$ cat config.mk
export PLATFORM = sky130hd
export DESIGN_NAME = vpad_ctrl
export DESIGN_NICKNAME = d
export VERILOG_FILES = /design/src/design/vpad_pkg.sv /design/src/design/vpad_ctrl.sv
export SDC_FILE = /design/constraint.sdc
export NUM_CORES = 1
export LEC_CHECK = 0
export ABC_AREA = 1
export BUFFER_PORTS_ARGS = -buffer_cell sky130_fd_sc_hd__buf_2
export CAP_MARGIN = 15
export CORE_ASPECT_RATIO = 2
export CORE_MARGIN = 2
export CORE_UTILIZATION = 40
export CTS_BUF_LIST = sky130_fd_sc_hd__clkbuf_8 sky130_fd_sc_hd__clkbuf_16
export DETAILED_ROUTE_END_ITERATION = 8
export PLACE_DENSITY = 0.61
export SYNTH_ARGS = -nofsm -noshare
export SYNTH_HDL_FRONTEND = slang
export SYNTH_SLANG_ARGS = --single-unit
$ cat constraint.sdc
create_clock -name i_clk -period 2.15 [get_ports i_clk]
set_input_delay 0 -clock i_clk [delete_from_list [all_inputs] [get_ports i_clk]]
set_output_delay 0 -clock i_clk [all_outputs]
set_load 0.005 [all_outputs]
$ cat src/design/vpad_pkg.sv
`timescale 1ns / 1ps
`default_nettype none

package vpad_pkg;

    localparam int VRAM_DEPTH     = 16384;
    localparam int COLOR_ENTRIES  = 32;
    localparam int REGISTER_COUNT = 16;

    localparam int VRAM_AW   = $clog2(VRAM_DEPTH);
    localparam int COLOR_AW  = $clog2(COLOR_ENTRIES);
    localparam int REG_IDX_W = $clog2(REGISTER_COUNT);
    localparam int PTR_W     = 14;
    localparam int BYTE_W    = 8;
    localparam int COLOR_W   = 12;

    typedef enum logic [1:0] {
        CMD_VRAM_RD  = 2'd0,
        CMD_VRAM_WR  = 2'd1,
        CMD_REG_WR   = 2'd2,
        CMD_COLOR_WR = 2'd3
    } t_cmd;

    localparam logic FUNC_READ  = 1'b0;
    localparam logic FUNC_WRITE = 1'b1;
    localparam logic PORT_DATA  = 1'b0;
    localparam logic PORT_CTRL  = 1'b1;

    // memory requests issued by the port decoder for one transaction
    typedef struct packed {
        logic                vram_we;
        logic                vram_re;
        logic [VRAM_AW-1:0]  vram_addr;
        logic [BYTE_W-1:0]   vram_wdata;
        logic                color_we;
        logic [COLOR_AW-1:0] color_addr;
        logic [COLOR_W-1:0]  color_wdata;
    } t_mem_req;

endpackage

`default_nettype wire

$ cat src/design/vpad_ctrl.sv
`timescale 1ns / 1ps
`default_nettype none

module vpad_ctrl (
    input  wire logic                  i_clk,
    input  wire logic                  i_rst_n,
    input  wire logic                  i_accept,
    input  wire logic                  i_func,
    input  wire logic                  i_port_select,
    input  wire logic [7:0]            i_bus_byte,
    output vpad_pkg::t_mem_req         o_req
);

    import vpad_pkg::*;

    logic                  r_pending, n_pending;
    logic [BYTE_W-1:0]     r_held, n_held;
    logic [PTR_W-1:0]      r_ptr, n_ptr;
    t_cmd                  r_cmd, n_cmd;
    logic [BYTE_W-1:0]     r_color_lo, n_color_lo;
    logic [BYTE_W-1:0]     r_mode_regs [REGISTER_COUNT];
    logic                  mode_we;
    logic [REG_IDX_W-1:0]  mode_idx;
    logic                  idx_in_range;

    assign idx_in_range = {1'b0, i_bus_byte[3:0]} < 5'(REGISTER_COUNT);
    assign mode_idx     = i_bus_byte[REG_IDX_W-1:0];

    always_comb begin
        n_pending  = r_pending;
        n_held     = r_held;
        n_ptr      = r_ptr;
        n_cmd      = r_cmd;
        n_color_lo = r_color_lo;
        mode_we    = 1'b0;

        o_req             = '0;
        o_req.vram_addr   = r_ptr[VRAM_AW-1:0];
        o_req.vram_wdata  = i_bus_byte;
        o_req.color_addr  = r_ptr[COLOR_AW:1];
        o_req.color_wdata = {i_bus_byte[3:0], r_color_lo};

        if (i_accept) begin
            if (i_port_select == PORT_CTRL) begin
                if (i_func == FUNC_WRITE) begin
                    if (!r_pending) begin
                        n_held    = i_bus_byte;
                        n_pending = 1'b1;
                    end else begin
                        n_pending = 1'b0;
                        n_cmd     = t_cmd'(i_bus_byte[7:6]);
                        n_ptr     = {i_bus_byte[5:0], r_held};
                        mode_we   = (t_cmd'(i_bus_byte[7:6]) == CMD_REG_WR) && idx_in_range;
                    end
                end else begin
                    // status read clears the pair latch
                    n_pending = 1'b0;
                end
            end else begin
                n_ptr = r_ptr + PTR_W'(1);
                if (i_func == FUNC_WRITE) begin
                    if (r_cmd == CMD_COLOR_WR) begin
                        if (!r_ptr[0]) begin
                            n_color_lo = i_bus_byte;
                        end else begin
                            o_req.color_we = 1'b1;
                        end
                    end else begin
                        o_req.vram_we = 1'b1;
                    end
                end else begin
                    o_req.vram_re = 1'b1;
                end
            end
        end
    end

    always_ff @(posedge i_clk) begin
        if (!i_rst_n) begin
            r_pending  <= 1'b0;
            r_held     <= '0;
            r_ptr      <= '0;
            r_cmd      <= CMD_VRAM_RD;
            r_color_lo <= '0;
            for (int i = 0; i < REGISTER_COUNT; i++) begin
                r_mode_regs[i] <= '0;
            end
        end else begin
            r_pending  <= n_pending;
            r_held     <= n_held;
            r_ptr      <= n_ptr;
            r_cmd      <= n_cmd;
            r_color_lo <= n_color_lo;
            if (mode_we) begin
                r_mode_regs[mode_idx] <= r_held;
            end
        end
    end

endmodule

`default_nettype wire

# Word-level counts from Yosys, hierarchy flattened
# Cells that the tools add are included.
[op_classes]
add_sub_neg = 1
n_eq_ne = 3
muxes = 15
n_bitwise = 3
reduce_logical = 5
[ops]
columns = ["operator", "count"]
rows = [
  ["two-way mux 14 bit", 3],
  ["adder 14 x 1 -> 14 bit (second input constant)", 1],
  ["two-way mux 1 bit", 10],
  ["AND reduction 4 bit", 2],
  ["AND reduction 5 bit", 1],
  ["two-way mux 2 bit", 2],
  ["NOT 1 bit", 3],
  ["AND reduction 3 bit", 1],
  ["== test 2 bit (second input constant)", 1],
  ["inequality test 2 x 1 -> 1 bit (second input constant)", 1],
  ["inequality test 2 bit (second input constant)", 1],
  ["AND reduction 2 bit", 1],
]
[word_totals]
ff_bits = 33
in_bits = 13
out_inout_bits = 42
word_cells = 32

# Depth between registers and ports, before layout
# Gate-level depths: netlist of the first run.
[depth]
depth_word = 5
mapped_depth = 8
mapped_depth_nobuf = 8

# Least setup slack after synthesis of the first run
# OpenSTA, ideal clock, no wires.
[synth_path]
path_kind = "reg2reg"
start = "register r_ptr[0]"
end = "register r_ptr[8]"
setup_time_ps = 113
t_arrival_ps = 1270
t_required_ps = 2037
slack_ps = 767
path_stages_with_launch = 9
path_buffers = 0
period_less_slack_ps = 1383
path_cell_list = "dfxtp_1 ha_1 nand2_1 nor2_1 nand2_1 a21oi_1 o211ai_1 nand2_1 nor2_1"
[synth_between]
elab_chain_len = 2
[synth_lines]
columns = ["element", "line_no", "text"]
rows = [
  ["from (decl)", "vpad_ctrl.sv:18", "logic [PTR_W-1:0] r_ptr, n_ptr;"],
  ["from (signal assigned)", "vpad_ctrl.sv:91", "r_ptr <= n_ptr;"],
  ["adder 14 x 1 -> 14 bit", "vpad_ctrl.sv:60", "n_ptr = r_ptr + PTR_W'(1);"],
  ["two-way mux 14 bit", "vpad_ctrl.sv:44", "if (i_port_select == PORT_CTRL) begin"],
]
# No other way between the ends.
# A chain may end at the register's enable or synchronous reset.

# Worst setup path after layout of the first run
# Same ends and word-level chain as after synthesis.

==> results of run 1 <==
[flip-flops by register name, summed over array words and instances, names as in the netlist]
signal	cells
r_color_lo	8
r_cmd	2
r_ptr	14
r_held	8
r_pending	1
[cells in the final DEF, fill, tap and decap left out, drive strengths merged, types with 2 or more instances in the layout]
cell | synthesis | final
dfxtp | 33 | 33
nand3 | 11 | 11
o22ai | 2 | 2
a21oi | 29 | 29
clkbuf | 2 | 6
nand2 | 44 | 44
nand4 | 6 | 6
buf | 25 | 57
a211oi | 2 | 2
nor3 | 2 | 2
nor2 | 42 | 42
inv | 23 | 24
o21ai | 24 | 24
[area by class of cell]
type | count | area, um^2
clock inverters | 1 | 3.75
inverters | 23 | 86.3
fillers | 461 | 2260
repair buffers | 58 | 303
clock buffers | 6 | 82.6
multi-input cells | 171 | 831
flip-flops and latches | 33 | 661
well taps | 54 | 67.6
[worst min-delay path, cell delays in order]
cell and delay, ns:
buf_2 0.11, nor2_1 0.05, nor2_1 0.08
[through the flow]
stage	area, um^2	std cells	hold WS (ns)	setup WS, ns	util (%)
after CTS	2030	346	0.000905	0.568	47.3
after global placement	1940	338	0.188	0.638	45.1
after global routing	2030	346	0.0230	0.376	47.3
final	2030	346	0.00392	0.558	47.3
after floorplan	1770	254	0.0342	0.767	-
after detailed placement	1940	338	0.187	0.578	45.1
[final timing paths]
| check | from | end | slack, ns | cells past startpoint |
|---|---|---|---|---|
| hold / removal | i_bus_byte[6] | r_cmd[0] | 0.004 | 3 |
| setup reg to reg | r_ptr[0] | r_ptr[8] | 0.56 | 8 |
| setup / recovery | r_ptr[0] | r_ptr[8] | 0.56 | 8 |
| hold reg to reg | r_color_lo[5] | r_color_lo[5] | 0.48 | 2 |
[cells in the mapped netlist (all sizes together)]
master  number
a211oi       2
inv         23
nor2        42
dfxtp       33
nand3       11
o21ai       24
buf         25
a22o         1
nor3         2
a22oi        1
nand2       44
a21oi       29
a31oi        1
nor4         1
clkbuf       2
o21a         1
nand4        6
o21bai       1
o211ai       1
ha           1
nor3b        1
o22ai        2
[power by group through the flow]
stage               clock, W  combinational [W]  sequential [W]
global route        0.000508           0.000173        0.000659
floorplan                  0           0.000110        0.000664
global placement           0           0.000152        0.000668
finish              0.000471           0.000153        0.000655
CTS                 0.000484           0.000155        0.000655
detailed placement         0           0.000153        0.000669
[metal layers]
metal	vias up	part of all wire, %	GRT usage (%)
li1	894	-	-
met1	796	39	21.1
met2	33	55	35.7
met3	8	2.9	3.21
met4	0	2.7	9.56
met5	-	0	0
[kinds of logic (layout without fill, tap and decap cells)]
logic type                 after synthesis  in the layout  share of synthesized area (%)
DFF                                     33             33                           37.4
AOI/OAI and AO/OA                       63             63                           20.2
and+or+nand+nor                        107            107                           26.2
adders and majority gates                1              1                          0.709
buffers and inverters                   50             88                           15.5
==> impl_metrics.json, run 1 <==
{
  "status": "finished clean",
  "tns_ns": 0,
  "nNetsFinal": 306,
  "tightest_slew_ns": 0.479,
  "routed_wl_um": 4560,
  "clk_latency_ns": 0.29,
  "grt_util_all_layers_pct": 19.7,
  "die_x_um": 51.0,
  "fmax_mhz": 628,
  "crit_path_max_incr_delay_ns": 0.42,
  "io_pins": 55,
  "peakVddDrop_mv": 0.543,
  "start_kind": "register",
  "avgSynthCellArea_um2": 6.95,
  "initial_core_util_pct": 41.1,
  "drt_drc_violations_left": 0,
  "wl_per_cell_um": 13.2,
  "switching_share_pct": 26.2,
  "clock_skew_ns": 0.0132,
  "first_pass_iters": 4,
  "p_sw_w": 0.000335,
  "synth_seq_cells": 33,
  "power_leakage_nw": 0.950,
  "worstPathArrival_ns": 1.77,
  "cts_setup_buffers": 0,
  "crit_chain": "ha_1 > nand2_1 > nor2_1 > nand2_1 > a21oi_1 > o211ai_1 > nand2_1 > nor2_1",
  "finalCritPeriodShare_pct": 74.1,
  "powerDensity_nw_per_um2": 629,
  "die_y_um": 98.0,
  "place_hpwl_um": 3460,
  "hold_viol_final": 0,
  "yosysUniqueCellTypes": 32,
  "path_class": "register to register",
  "drtIter0Drc": 22,
  "crit_buf_inv": 0,
  "ys_seq_area_share_pct": 37.4,
  "crit_path_max_fanout": 6,
  "min_period_ns": 1.59,
  "grt_max_degree": 23,
  "path_clk_slew_ns": 0.07,
  "grt_pass1_vias": 1621,
  "ant_nets": 0,
  "die-area_um2": 4990,
  "place_congestion": 0.856,
  "grt.overflow.total": 0,
  "rsz0062_at_grt": "no",
  "drive_gt1_share_pct": 24.7,
  "ctsRootBufferMaster": "clkbuf_8",
  "crit_top_cell": "nand2_1",
  "clockPowerShare_pct": 36.8,
  "cts_tree": "yes",
  "drt-vias-per-instance": 5.00,
  "yosysWarnings": 0,
  "setup_viol": 0,
  "via_count": 1731,
  "synth_cells": 254,
  "end_kind": "register",
  "hold_buffers": 1,
  "slowest_stage": "dfxtp_1",
  "pwr-share-seq_pct": 51.2,
  "cts_made_buffers": 5,
  "cellInternalPower_w": 0.000944,
  "synth_nets": 268,
  "grt_pass1_wl_um": 7540,
  "drv_slew": 0,
  "core_area_um2": 4300,
  "area_delta_synth_final_pct": 15.2,
  "ys_top_cells_by_area": "dfxtp_1, nand2_1, nor2_1",
  "cts_buffer_depth": 2,
  "row_count": 34,
  "port-buffer-count": 54,
  "htree_levels": 2,
  "synth.top_cell.area_share_pct": 37.4,
  "synth_top_cell_by_area": "dfxtp_1",
  "combPwrFrac_pct": 12.0,
  "drv_cap": 0,
  "num_antenna_cells": 0,
  "crit_family": "simple AND/OR/NAND/NOR gates",
  "finalPower_w": 0.00128,
  "cts_resized": 0,
  "relSlewSlack_pct": 68.0,
  "hold_class": "input pin to register",
  "antenna_found_initial": 0,
  "crit_required_ns": 2.33,
  "syn-cell-area_um2": 1770,
  "cts_num_sinks": 33
}
Power figures use the tool's default switching activity.
==> run 2: changes to the inputs <==
PLACE_DENSITY = 0.63   (was 0.61)
clock period = 1.4 ns   (was 2.15 ns; I/O delays follow)
==> impl_metrics.json, run 2 (same netlist as run 1, synthesis figures left out) <==
{
  "cts_tree": "yes",
  "place_congestion": 0.884,
  "die_y_um": 98.0,
  "drt_drc_violations_left": 0,
  "ctsRootBufferMaster": "clkbuf_8",
  "initial_core_util_pct": 41.1,
  "final_cell_mix": "buf_2, nand2_1, nor2_1",
  "status": "finished clean",
  "antenna_found_initial": 0,
  "combPwrFrac_pct": 11.8,
  "path_class": "register to register",
  "finalCritPeriodShare_pct": 94.1,
  "first_pass_iters": 4,
  "worstPathArrival_ns": 1.48,
  "cellInternalPower_w": 0.00165,
  "clk_latency_ns": 0.29,
  "grt.overflow.total": 0,
  "r2r_cells": 8,
  "largest_reg_flops": 14,
  "min_period_ns": 1.32,
  "grt_pass1_wl_um": 7470,
  "powerDensity_nw_per_um2": 993,
  "cts_num_sinks": 33,
  "crit_required_ns": 1.56,
  "io_pins": 55,
  "end_kind": "register",
  "cts_buffer_depth": 2,
  "r2r_end": "r_ptr[13]",
  "clock_skew_ns": 0.0121,
  "tightest_slew_ns": 0.458,
  "pwr-share-seq_pct": 45.7,
  "hold_viol_final": 0,
  "dp_cells": 348,
  "drv_slew": 0,
  "r2r_start": "r_ptr[1]",
  "grt_pass1_vias": 1644,
  "hold_start": "i_bus_byte[0]",
  "reg.largest.list": "r_ptr x14, r_color_lo x8, r_held x8",
  "drive_gt1_share_pct": 29.6,
  "peakVddDrop_mv": 1.06,
  "port-buffer-count": 54,
  "routed_wl_um": 4610,
  "max_flop_register": "r_ptr",
  "die-area_um2": 4990,
  "nNetsFinal": 320,
  "crit_path_max_fanout": 4,
  "grt_util_all_layers_pct": 19.7,
  "final_common_cell": "buf_2",
  "hold_class": "input pin to register",
  "drv_cap": 0,
  "finalCoreUtilization_pct": 51.3,
  "drt-vias-per-instance": 4.97,
  "relSlewSlack_pct": 69.4,
  "power_leakage_nw": 1.02,
  "area_delta_synth_final_pct": 24.7,
  "switching_share_pct": 24.5,
  "num_antenna_cells": 0,
  "rsz0062_at_grt": "yes",
  "r2r_slack_ns": 0.08,
  "worstHoldPathCells": 3,
  "die_x_um": 51.0,
  "drtIter0Drc": 26,
  "path_clk_slew_ns": 0.07,
  "via_count": 1793,
  "row_count": 34,
  "start_kind": "register",
  "grt_max_degree": 22,
  "instances_no_fill": 361,
  "htree_levels": 2,
  "ant_nets": 0,
  "fmax_mhz": 759,
  "place_hpwl_um": 3470,
  "wl_per_cell_um": 12.8,
  "setup_viol": 0,
  "p_sw_w": 0.000535,
  "holdPathEnd": "r_held[0]",
  "core_area_um2": 4300,
  "cts_made_buffers": 5,
  "clockPowerShare_pct": 42.4
}
## run 2: cell count changes in the layout (fill, tap and decap cells not counted)
cell,before,now
buf_4,3,16
nor2_1,41,38
nor2_4,0,3
bufinv_16,0,1
clkinvlp_2,0,1
clkinvlp_4,0,1
inv_1,22,21
nand4_2,1,0
nand4_4,0,1
## run 2: cell type report
class,count,area [um^2]
multi-input cells,171,862
flip-flops and latches,33,661
repair buffers,71,400
repair inverters,1,5.00
clock inverters,2,33.8
inverters,23,90.1
fillers,472,2090
well taps,54,67.6
clock buffers,6,82.6
## run 2: worst max-delay path by stage
stage,start,end,slack [ns],cells after the start
floorplan,r_ptr[0],r_ptr[8],0.02,8
global placement,r_ptr[5],r_ptr[10],0.04,7
detailed placement,r_ptr[5],r_ptr[8],0.03,7
CTS,r_ptr[0],r_color_lo[3],0.003,6
global route,r_ptr[1],r_ptr[13],-0.05,8
finish,r_ptr[1],r_ptr[13],0.08,8
## run 2: timing repair
item | 4_1_cts | 5_1_grt
resized for setup | 0 | 8
endpoints found under the hold margin | 1 | 0
hold buffers | 1 | 0
endpoints found under the setup margin | 0 | 16
setup buffers | 0 | 3
## run 2: stage by stage
stage | hold slack (ns) | setup TNS, ns | setup WS, ns | cell area, um^2 | power, W
floorplan | 0.0342 | 0 | 0.0172 | 1770 | 0.00119
global placement | 0.191 | 0 | 0.0436 | 2010 | 0.00127
detailed placement | 0.192 | 0 | 0.0253 | 2010 | 0.00128
CTS | 0.000782 | 0 | 0.00343 | 2140 | 0.00220
global route | 0.00797 | -0.171 | -0.0502 | 2200 | 0.00228
finish | 0.000919 | 0 | 0.0822 | 2200 | 0.00219
## run 2: power by group through the flow
stage	registers, W	clock network (W)	logic (W)
final	0.00100	0.000928	0.000259
after global routing	0.00100	0.000988	0.000291
after CTS	0.00100	0.000945	0.000257
after detailed placement	0.00102	0	0.000254
after global placement	0.00102	0	0.000252
after floorplan	0.00102	0	0.000170
## run 2: critical path: stages (launching register included)
cell	delay (ns)
dfxtp_1	0.34
buf_4	0.14
nand3_1	0.15
nor2_1	0.21
nand3_1	0.09
nand2_1	0.07
nand3_1	0.06
nand2_1	0.07
a21oi_1	0.06
## run 2: layer usage
layer / up-vias / track usage (%) / part of all wire [%]
met5: - / 0 / 0
met4: 0 / 11.2 / 2.7
met3: 11 / 3.21 / 3.6
met2: 44 / 35.1 / 57
met1: 813 / 20.8 / 37
li1: 925 / - / -
